===== src/rtl/core/multi_rate_timeout_timer_bank_macros.svh =====
// Assertion macros shared by the timer bank modules.
`ifndef MULTI_RATE_TIMEOUT_TIMER_BANK_MACROS_SVH
`define MULTI_RATE_TIMEOUT_TIMER_BANK_MACROS_SVH

`ifndef SYNTHESIS
`define MRTT_ASSERT_SAME(name, clk, rst, ante, cons) \
  name: assert property (@(posedge clk) disable iff (rst) (ante) |-> (cons)) \
    else $error("timer bank check failed");
`define MRTT_ASSERT_NEXT(name, clk, rst, ante, cons) \
  name: assert property (@(posedge clk) disable iff (rst) (ante) |=> (cons)) \
    else $error("timer bank check failed");
`else
`define MRTT_ASSERT_SAME(name, clk, rst, ante, cons)
`define MRTT_ASSERT_NEXT(name, clk, rst, ante, cons)
`endif

`endif


===== src/rtl/core/mrtt_pkg.sv =====
package mrtt_pkg;

  localparam int OBJ_FIELD_W  = 6;
  localparam int RATE_FIELD_W = 2;
  localparam int OP_W         = 2;
  localparam int TICKS_W      = 16;
  localparam int APB_DATA_W   = 32;
  localparam int APB_ADDR_W   = 3;

  localparam logic [OP_W-1:0] OP_TICK   = 2'd0;
  localparam logic [OP_W-1:0] OP_ARM    = 2'd1;
  localparam logic [OP_W-1:0] OP_DISARM = 2'd2;

  // register index taken from paddr[2]
  localparam logic REG_ACTIVE_COUNT = 1'b0;
  localparam logic [OBJ_FIELD_W-1:0] ACTIVE_COUNT_RESET = 6'd32;

  typedef enum logic [3:0] {
    ST_IDLE  = 4'b0001,
    ST_START = 4'b0010,
    ST_WALK  = 4'b0100,
    ST_FLUSH = 4'b1000
  } state_t;

  typedef struct packed {
    logic accept;
    logic load_walk;
    logic rd_en;
    logic step;
    logic flush;
  } ctrl_cmd_t;

  typedef struct packed {
    logic tick_go;
    logic hold;
    logic bottom;
    logic pend_valid;
    logic out_free;
  } dp_status_t;

endpackage


===== src/rtl/core/mrtt_ram.sv =====
module mrtt_ram #(
  parameter int WIDTH = 32,
  parameter int DEPTH = 128
) (
  input  logic                     clk,
  input  logic                     we,
  input  logic [$clog2(DEPTH)-1:0] waddr,
  input  logic [WIDTH-1:0]         wdata,
  input  logic                     re,
  input  logic [$clog2(DEPTH)-1:0] raddr,
  output logic [WIDTH-1:0]         rdata
);

  logic [WIDTH-1:0] mem [DEPTH];

  always_ff @(posedge clk) begin
    if (we) begin
      mem[waddr] <= wdata;
    end
    if (re) begin
      rdata <= mem[raddr];
    end
  end

endmodule


===== src/rtl/core/mrtt_ctrl.sv =====
`include "multi_rate_timeout_timer_bank_macros.svh"

module mrtt_ctrl import mrtt_pkg::*; (
  input  logic       clk,
  input  logic       rst,
  input  logic       in_valid,
  input  dp_status_t sts,
  output ctrl_cmd_t  cmd,
  output logic       busy
);

  state_t state, state_next;

  always_ff @(posedge clk) begin
    if (rst) begin
      state <= ST_IDLE;
    end else begin
      state <= state_next;
    end
  end

  always_comb begin
    state_next = state;
    cmd        = '0;
    busy       = 1'b1;
    unique case (state)
      ST_IDLE: begin
        busy       = 1'b0;
        cmd.accept = in_valid;
        if (in_valid && sts.tick_go) begin
          cmd.load_walk = 1'b1;
          state_next    = ST_START;
        end
      end
      ST_START: begin
        cmd.rd_en  = 1'b1;
        state_next = ST_WALK;
      end
      ST_WALK: begin
        if (!sts.hold) begin
          cmd.step = 1'b1;
          if (sts.bottom) begin
            state_next = ST_FLUSH;
          end
        end
      end
      ST_FLUSH: begin
        if (!sts.pend_valid) begin
          state_next = ST_IDLE;
        end else if (sts.out_free) begin
          cmd.flush  = 1'b1;
          state_next = ST_IDLE;
        end
      end
      default: begin
        state_next = ST_IDLE;
      end
    endcase
  end

  `MRTT_ASSERT_NEXT(a_load_then_read, clk, rst, cmd.load_walk, cmd.rd_en)
  `MRTT_ASSERT_SAME(a_flush_has_slot, clk, rst, cmd.flush, sts.pend_valid && sts.out_free)
  `MRTT_ASSERT_NEXT(a_bottom_ends_walk, clk, rst, cmd.step && sts.bottom, state == ST_FLUSH)

endmodule


===== src/rtl/core/mrtt_dp.sv =====
`include "multi_rate_timeout_timer_bank_macros.svh"

module mrtt_dp import mrtt_pkg::*; #(
  parameter int MAX_OBJECTS = 32,
  parameter int RATE_COUNT  = 4,
  parameter int COUNT_WIDTH = 16
) (
  input  logic                    clk,
  input  logic                    rst,
  input  logic [OBJ_FIELD_W-1:0]  active_count,
  input  logic [OP_W-1:0]         op,
  input  logic [OBJ_FIELD_W-1:0]  object_index,
  input  logic [RATE_FIELD_W-1:0] rate_index,
  input  logic [TICKS_W-1:0]      start_ticks,
  input  logic [TICKS_W-1:0]      period_ticks,
  input  ctrl_cmd_t               cmd,
  output dp_status_t              sts,
  output logic                    out_valid,
  input  logic                    out_stall,
  output logic [OBJ_FIELD_W-1:0]  expired_object,
  output logic [RATE_FIELD_W-1:0] expired_rate,
  output logic                    last
);

  localparam int OBJ_W  = (MAX_OBJECTS > 1) ? $clog2(MAX_OBJECTS) : 1;
  localparam int RATE_W = (RATE_COUNT > 1) ? $clog2(RATE_COUNT) : 1;
  localparam int ADDR_W = RATE_W + OBJ_W;
  localparam int DEPTH  = 1 << ADDR_W;
  localparam int WORD_W = 2 * COUNT_WIDTH;

  logic [OBJ_FIELD_W-1:0]  p;
  logic [RATE_FIELD_W-1:0] walk_rate;
  logic [OBJ_FIELD_W-1:0]  pend_obj;
  logic                    pend_valid;
  logic [DEPTH-1:0]        vld;
  logic                    rd_vld;

  logic [OBJ_FIELD_W-1:0]  top_obj;
  logic [OBJ_FIELD_W-1:0]  p_m1, p_m2, arm_m1;
  logic                    rate_ok, obj_ok, arm_we;
  logic [ADDR_W-1:0]       cur_addr, nxt_addr, arm_addr;
  logic                    we, re;
  logic [ADDR_W-1:0]       waddr, raddr;
  logic [WORD_W-1:0]       wdata, rdata, rword;
  logic [COUNT_WIDTH-1:0]  rem, per, rem_dec;
  logic                    nonzero, expire, out_free, bottom, emit_mid;

  assign top_obj = (active_count > OBJ_FIELD_W'(MAX_OBJECTS))
                   ? OBJ_FIELD_W'(MAX_OBJECTS) : active_count;
  assign rate_ok = 32'(rate_index) < RATE_COUNT;
  assign obj_ok  = (object_index != '0) && (32'(object_index) <= MAX_OBJECTS);
  assign arm_we  = cmd.accept && rate_ok && obj_ok && ((op == OP_ARM) || (op == OP_DISARM));

  assign p_m1     = p - OBJ_FIELD_W'(1);
  assign p_m2     = p - OBJ_FIELD_W'(2);
  assign arm_m1   = object_index - OBJ_FIELD_W'(1);
  assign cur_addr = {walk_rate[RATE_W-1:0], p_m1[OBJ_W-1:0]};
  assign nxt_addr = {walk_rate[RATE_W-1:0], p_m2[OBJ_W-1:0]};
  assign arm_addr = {rate_index[RATE_W-1:0], arm_m1[OBJ_W-1:0]};
  assign bottom   = (p == OBJ_FIELD_W'(1));

  // Walk evaluation on the word held in the RAM read register
  assign rword   = rd_vld ? rdata : '0;
  assign rem     = rword[COUNT_WIDTH-1:0];
  assign per     = rword[WORD_W-1:COUNT_WIDTH];
  assign nonzero = (rem != '0);
  assign rem_dec = rem - COUNT_WIDTH'(1);
  assign expire  = nonzero && (rem_dec == '0);

  assign out_free = !out_valid || !out_stall;
  assign emit_mid = cmd.step && expire && pend_valid;

  always_comb begin
    we    = 1'b0;
    waddr = cur_addr;
    wdata = {per, expire ? per : rem_dec};
    if (arm_we) begin
      we    = 1'b1;
      waddr = arm_addr;
      wdata = (op == OP_ARM) ? {COUNT_WIDTH'(period_ticks), COUNT_WIDTH'(start_ticks)} : '0;
    end else if (cmd.step && nonzero) begin
      we = 1'b1;
    end
  end

  assign re    = cmd.rd_en || (cmd.step && !bottom);
  assign raddr = cmd.step ? nxt_addr : cur_addr;

  mrtt_ram #(
    .WIDTH(WORD_W),
    .DEPTH(DEPTH)
  ) u_ram (
    .clk  (clk),
    .we   (we),
    .waddr(waddr),
    .wdata(wdata),
    .re   (re),
    .raddr(raddr),
    .rdata(rdata)
  );

  always_ff @(posedge clk) begin
    if (rst) begin
      vld <= '0;
    end else if (we) begin
      vld[waddr] <= 1'b1;
    end
  end

  always_ff @(posedge clk) begin
    if (re) begin
      rd_vld <= vld[raddr];
    end
  end

  always_ff @(posedge clk) begin
    if (cmd.load_walk) begin
      p         <= top_obj;
      walk_rate <= rate_index;
    end else if (cmd.step) begin
      p <= p_m1;
    end
  end

  always_ff @(posedge clk) begin
    if (rst) begin
      pend_valid <= 1'b0;
    end else if (cmd.step && expire) begin
      pend_valid <= 1'b1;
    end else if (cmd.flush) begin
      pend_valid <= 1'b0;
    end
  end

  always_ff @(posedge clk) begin
    if (cmd.step && expire) begin
      pend_obj <= p;
    end
  end

  always_ff @(posedge clk) begin
    if (rst) begin
      out_valid <= 1'b0;
    end else if (emit_mid || cmd.flush) begin
      out_valid <= 1'b1;
    end else if (!out_stall) begin
      out_valid <= 1'b0;
    end
  end

  always_ff @(posedge clk) begin
    if (emit_mid || cmd.flush) begin
      expired_object <= pend_obj;
      expired_rate   <= walk_rate;
      last           <= cmd.flush;
    end
  end

  always_comb begin
    sts            = '0;
    sts.tick_go    = (op == OP_TICK) && rate_ok && (top_obj != '0);
    sts.hold       = expire && pend_valid && !out_free;
    sts.bottom     = bottom;
    sts.pend_valid = pend_valid;
    sts.out_free   = out_free;
  end

  `MRTT_ASSERT_SAME(a_no_rw_clash, clk, rst, we && re, waddr != raddr)
  `MRTT_ASSERT_SAME(a_pending_kept, clk, rst, emit_mid, out_free)
  `MRTT_ASSERT_SAME(a_walk_nonzero, clk, rst, cmd.step || cmd.rd_en, p != '0)

endmodule


===== src/rtl/core/multi_rate_timeout_timer_bank.sv =====
// Channel   Handshake            Payload
// in        in_valid / in_stall  op, object_index, rate_index, start_ticks, period_ticks
// out       out_valid / out_stall expired_object, expired_rate, last
// apb       psel/penable/pwrite  paddr, pwdata, prdata, pready (active_count at 0x0)
//
// Arm, disarm and ignored items need no walk, nor does a tick with active_count zero.
// Other tick items walk min(active_count, MAX_OBJECTS) timers top down: one timer per
// cycle through a single RAM read port, with a write-back of the previous timer.
// The walk pauses while a second expiry meets a stalled output register, and the
// final expiry waits in flush until the output register is free.
// Reset clears the per-timer valid flags at once, so no clearing pass follows it.
module multi_rate_timeout_timer_bank import mrtt_pkg::*; #(
  parameter int MAX_OBJECTS = 32,
  parameter int RATE_COUNT  = 4,
  parameter int COUNT_WIDTH = 16
) (
  input  logic                    clk,
  input  logic                    rst,
  input  logic                    in_valid,
  output logic                    in_stall,
  input  logic [OP_W-1:0]         op,
  input  logic [OBJ_FIELD_W-1:0]  object_index,
  input  logic [RATE_FIELD_W-1:0] rate_index,
  input  logic [TICKS_W-1:0]      start_ticks,
  input  logic [TICKS_W-1:0]      period_ticks,
  output logic                    out_valid,
  input  logic                    out_stall,
  output logic [OBJ_FIELD_W-1:0]  expired_object,
  output logic [RATE_FIELD_W-1:0] expired_rate,
  output logic                    last,
  input  logic                    psel,
  input  logic                    penable,
  input  logic                    pwrite,
  input  logic [APB_ADDR_W-1:0]   paddr,
  input  logic [APB_DATA_W-1:0]   pwdata,
  output logic [APB_DATA_W-1:0]   prdata,
  output logic                    pready
);

  logic [OBJ_FIELD_W-1:0] active_count;
  ctrl_cmd_t              cmd;
  dp_status_t             sts;
  logic                   busy;

  assign pready = 1'b1;

  always_ff @(posedge clk) begin
    if (rst) begin
      active_count <= ACTIVE_COUNT_RESET;
    end else if (psel && penable && pwrite && (paddr[2] == REG_ACTIVE_COUNT)) begin
      active_count <= pwdata[OBJ_FIELD_W-1:0];
    end
  end

  assign prdata = (paddr[2] == REG_ACTIVE_COUNT) ? APB_DATA_W'(active_count) : '0;

  assign in_stall = busy;

  mrtt_ctrl u_ctrl (
    .clk     (clk),
    .rst     (rst),
    .in_valid(in_valid),
    .sts     (sts),
    .cmd     (cmd),
    .busy    (busy)
  );

  mrtt_dp #(
    .MAX_OBJECTS(MAX_OBJECTS),
    .RATE_COUNT (RATE_COUNT),
    .COUNT_WIDTH(COUNT_WIDTH)
  ) u_dp (
    .clk           (clk),
    .rst           (rst),
    .active_count  (active_count),
    .op            (op),
    .object_index  (object_index),
    .rate_index    (rate_index),
    .start_ticks   (start_ticks),
    .period_ticks  (period_ticks),
    .cmd           (cmd),
    .sts           (sts),
    .out_valid     (out_valid),
    .out_stall     (out_stall),
    .expired_object(expired_object),
    .expired_rate  (expired_rate),
    .last          (last)
  );

endmodule


===== config.mk =====
export PLATFORM = sky130hd
export DESIGN_NAME = multi_rate_timeout_timer_bank
export DESIGN_NICKNAME = d
export VERILOG_FILES = /design/src/rtl/core/mrtt_pkg.sv /design/src/rtl/core/mrtt_ram.sv /design/src/rtl/core/mrtt_ctrl.sv /design/src/rtl/core/mrtt_dp.sv /design/src/rtl/core/multi_rate_timeout_timer_bank.sv
export VERILOG_INCLUDE_DIRS = /design/src /design/src/rtl/core
export SDC_FILE = /design/constraint.sdc
export NUM_CORES = 2
export LEC_CHECK = 0
export ABC_AREA = 1
export BUFFER_PORTS_ARGS = -buffer_cell sky130_fd_sc_hd__buf_2
export CORE_MARGIN = 2
export CORE_UTILIZATION = 50
export DETAILED_ROUTE_END_ITERATION = 10
export PLACE_DENSITY = 0.65
export SLEW_MARGIN = 20
export SYNTH_ARGS = -nofsm -noshare
export SYNTH_HDL_FRONTEND = slang
export SYNTH_SLANG_ARGS = --single-unit

===== constraint.sdc =====
create_clock -name clk -period 8.9 [get_ports clk]
set_input_delay 0.445 -clock clk [delete_from_list [all_inputs] [get_ports clk]]
set_output_delay 0.445 -clock clk [all_outputs]
set_load 0.02 [all_outputs]

==> summary.txt <==
Die
  • Row cnt: 216
  • Die X: 593 um
  • IO Pins: 128
  • Die extent in y: 593 um
  • Die ar.: 351,000 um2
  • Starting density of the core: 50.1%
  • Core area: 346,000 um2

Worst setup path
  • Critical path peak fanout: 80
  • Arr. time, crit path: 8340 ps
  • Data required time of the worst path: 9750 ps
  • FF-to-FF setup slack: 1410 ps
  • CP endpoint kind: flop
  • Worst setup path endpoint: u_dp.u_ram.rdata[4]
  • Worst r2r src: u_dp.rd_vld
  • Critical Path Source: u_dp.rd_vld
  • Crit path launch type: flop
  • Type of the worst setup path: flop to flop
  • Crit Reg-Reg Endpoint: u_dp.u_ram.rdata[4]
  • R2r worst-path depth: 23

Timing
  • Setup slack after layout: 1410 ps
  • Clk_skew: 89.5 ps
  • Slew @ Worst Pin: 1280 ps
  • Fin crit period: 7490 ps
  • Total negative slack: 0 ps
  • Setup Viol. Count Final: 0
  • Slew Limit Fails: 0
  • RSZ-0062 raised after global routing: no
  • Final hold violations: 0
  • Fmax: 134 MHz
  • Final period util: 84.2%
  • Worst rel slew slack: 14.6%

Clock tree
  • Clock sink count: 4,292
  • Deepest clock path buffer count: 4
  • CTS tree: done
  • H-Tree Depth: 5
  • Root Buffer: clkbuf_16
  • CTS buffer count: 434
  • Worst-Skew Late Latency: 1000 ps
  • Clk slew on worst S/H paths: 60 ps

Min path
  • HP Class: input port to flop
  • WHS Path Cells: 4
  • Hold wc startpoint: psel

Detailed routing
  • Via density per instance: 6.02
  • DRC: 0
  • Drt wl/cell: 26.2 um
  • DR pass1 iterations: 6
  • Routed wire length: 508,000 um
  • 1st-iter DRT viols: 16,800
  • Via count: 117,000
  • Final ANT Viol Nets: 0

Synthesis
  • Primary FF master, synth: edfxtp_1
  • Syn avg cell area: 11.9 um2
  • Sequential share of the synthesized area: 73.6%
  • Synth async-reset ratio: 0%
  • Cells after Synth: 14,600
  • Mapped Area: 173,000 um2
  • Seq cells post-synth: 4,292
  • Cell variety after synth: 42
  • Ys Warns: 0
  • Number of flops mapped to enable cells by yosys: 4,152

Pwr
  • Max rail drop VDD: 0.000185 V
  • Cell Pwr Density: 231 nW/um2
  • Leak pwr: 0.0677 uW

Final layout
  • Multi-input logic area: 41,900 um2
  • Post-layout net count: 14,600
  • Most frequent cells in the layout: 4,439 x nand3_1, 4,152 x edfxtp_1, 4,122 x nand2_1
  • Register area: 127,000 um2
  • Post-route cell area: 194,000 um2
  • Commonest non-fill, non-tap cell in the layout: nand3_1
  • Layout cell share with drive strength beyond 1: 8.24%
  • Layout area overhead: 11.8%
  • # fillers: 27,600

Global route
  • Gr usage total: 28.4%
  • GR Overflow Total: 0
  • Initial antenna violation count: 24
  • First-pass GRT wire length: 733,000 um
  • Number of global-route vias before repair: 109,000
  • Largest net degree at the start of global routing: 147

Place
  • HPWL Detailed: 272,000 um
  • IO buf count: 72
  • Placed cell area: 180,000 um2
  • Place WS: 1720 ps
  • Gpl congestion: 0.943

Job
  • Max-Cap Viols: 0

Outcome
  • Status: complete, no violations
[critical path, cell delays in order, from the launching register on]
cell and delay [ps]:
edfxtp_1 690, buf_4 360, nand2_1 160, nand2_1 80, nor2_2 150, nand2_1 120, nor2_1 160, xor2_1 390
nand2_1 110, nor2_2 650, nand3_2 350, nand2_2 440, nand2_8 440, nand2_8 810, buf_12 320, buf_12 350
nand2_1 90, nand3_1 90, nand3_1 100, nand3_1 260, nand3_1 240, nand3_1 140, nand3_1 400, nand2_1 210
[cell usage after synthesis, types with 7 or more instances]
library cell,count,area [um2]
ha_1,11,138
nand3_1,4446,22300
inv_1,91,342
nor2_1,443,1660
a21oi_1,9,45.0
buf_6,13,146
buf_4,125,938
nand4_1,11,68.8
buf_2,530,2650
dfxtp_1,140,2800
buf_1,77,289
xor2_1,7,61.3
o21ai_0,33,165
edfxtp_1,4152,125000
clkbuf_1,268,1010
nand2_1,4128,15500
[metrics by stage]
step / total power, uW / cells / util [%] / hold slack (ps)
after floorplan: 25500 / 14600 / - / 400
after global placement: 27300 / 18600 / 51.9 / 403
after detailed placement: 27300 / 18600 / 52.0 / 406
after CTS: 44700 / 19400 / 56.0 / 3.77
after global routing: 45900 / 19400 / 56.0 / 99.4
final: 44700 / 19400 / 56.0 / 57.5
[where the power goes]
group          total (uW)  internal, uW  switching (uW)  leakage (uW)
Clock               17700         10100            7630       0.00668
Combinational        4760          1110            3650        0.0221
Sequential          22300         22300            13.5        0.0389
[flip-flops by register name (all words and copies together) (netlist names)]
register	flops
u_ctrl.state	4
u_dp.u_ram.mem	4096
active_count	6
u_dp.last	1
u_dp.out_valid	1
u_dp.vld	128
u_dp.walk_rate	2
u_dp.expired_rate	2
u_dp.rd_vld	1
u_dp.p	6
u_dp.u_ram.rdata	32
u_dp.expired_object	6
u_dp.pend_obj	6
u_dp.pend_valid	1
[cell families after synthesis]
family          synth area share [%]
compound gates                 0.281
buf+inv                         3.12
other cells                  0.00433
flops                           73.6
simple gates                    22.9
xor+xnor                      0.0455
fa+ha+maj                     0.0794
mux                          0.00650
[layer usage]
layer  GRT usage, %  up-vias  share of wire, %
met2           43.2     6468                45
met4           13.6        2               5.2
met5              0        -            0.0026
li1               -    51700                 -
met3           5.16      990                11
met1           39.8    57700                39
[area by class of cell]
class | count | share of cell area, %
clock inverter | 212 | 1.00
multi-input combinational | 9181 | 21.6
timing repair buffer | 462 | 2.29
inverter | 98 | 0.200
sequential | 4292 | 65.8
clock buffer | 583 | 6.09
antenna | 8 | 0.0103
tap | 4578 | 2.96
[repair_timing]
action / in CTS / in global routing
hold endpoints to repair: 65 / 0
hold buffers: 18 / 0
setup buffers: 0 / 0
resized for setup: 0 / 0
setup endpoints to repair: 0 / 0
[worst min path at each step]
stage,to,slack [ps]
3_5_place_dp,u_dp.expired_object[2],410
2_1_floorplan,u_dp.expired_object[0],400
4_1_cts,active_count[2],4
5_1_grt,u_dp.u_ram.mem[83][31],100
6_report,active_count[2],60
3_3_place_gp,u_dp.expired_object[3],400
No activity file was read; power rests on OpenSTA's default activity.
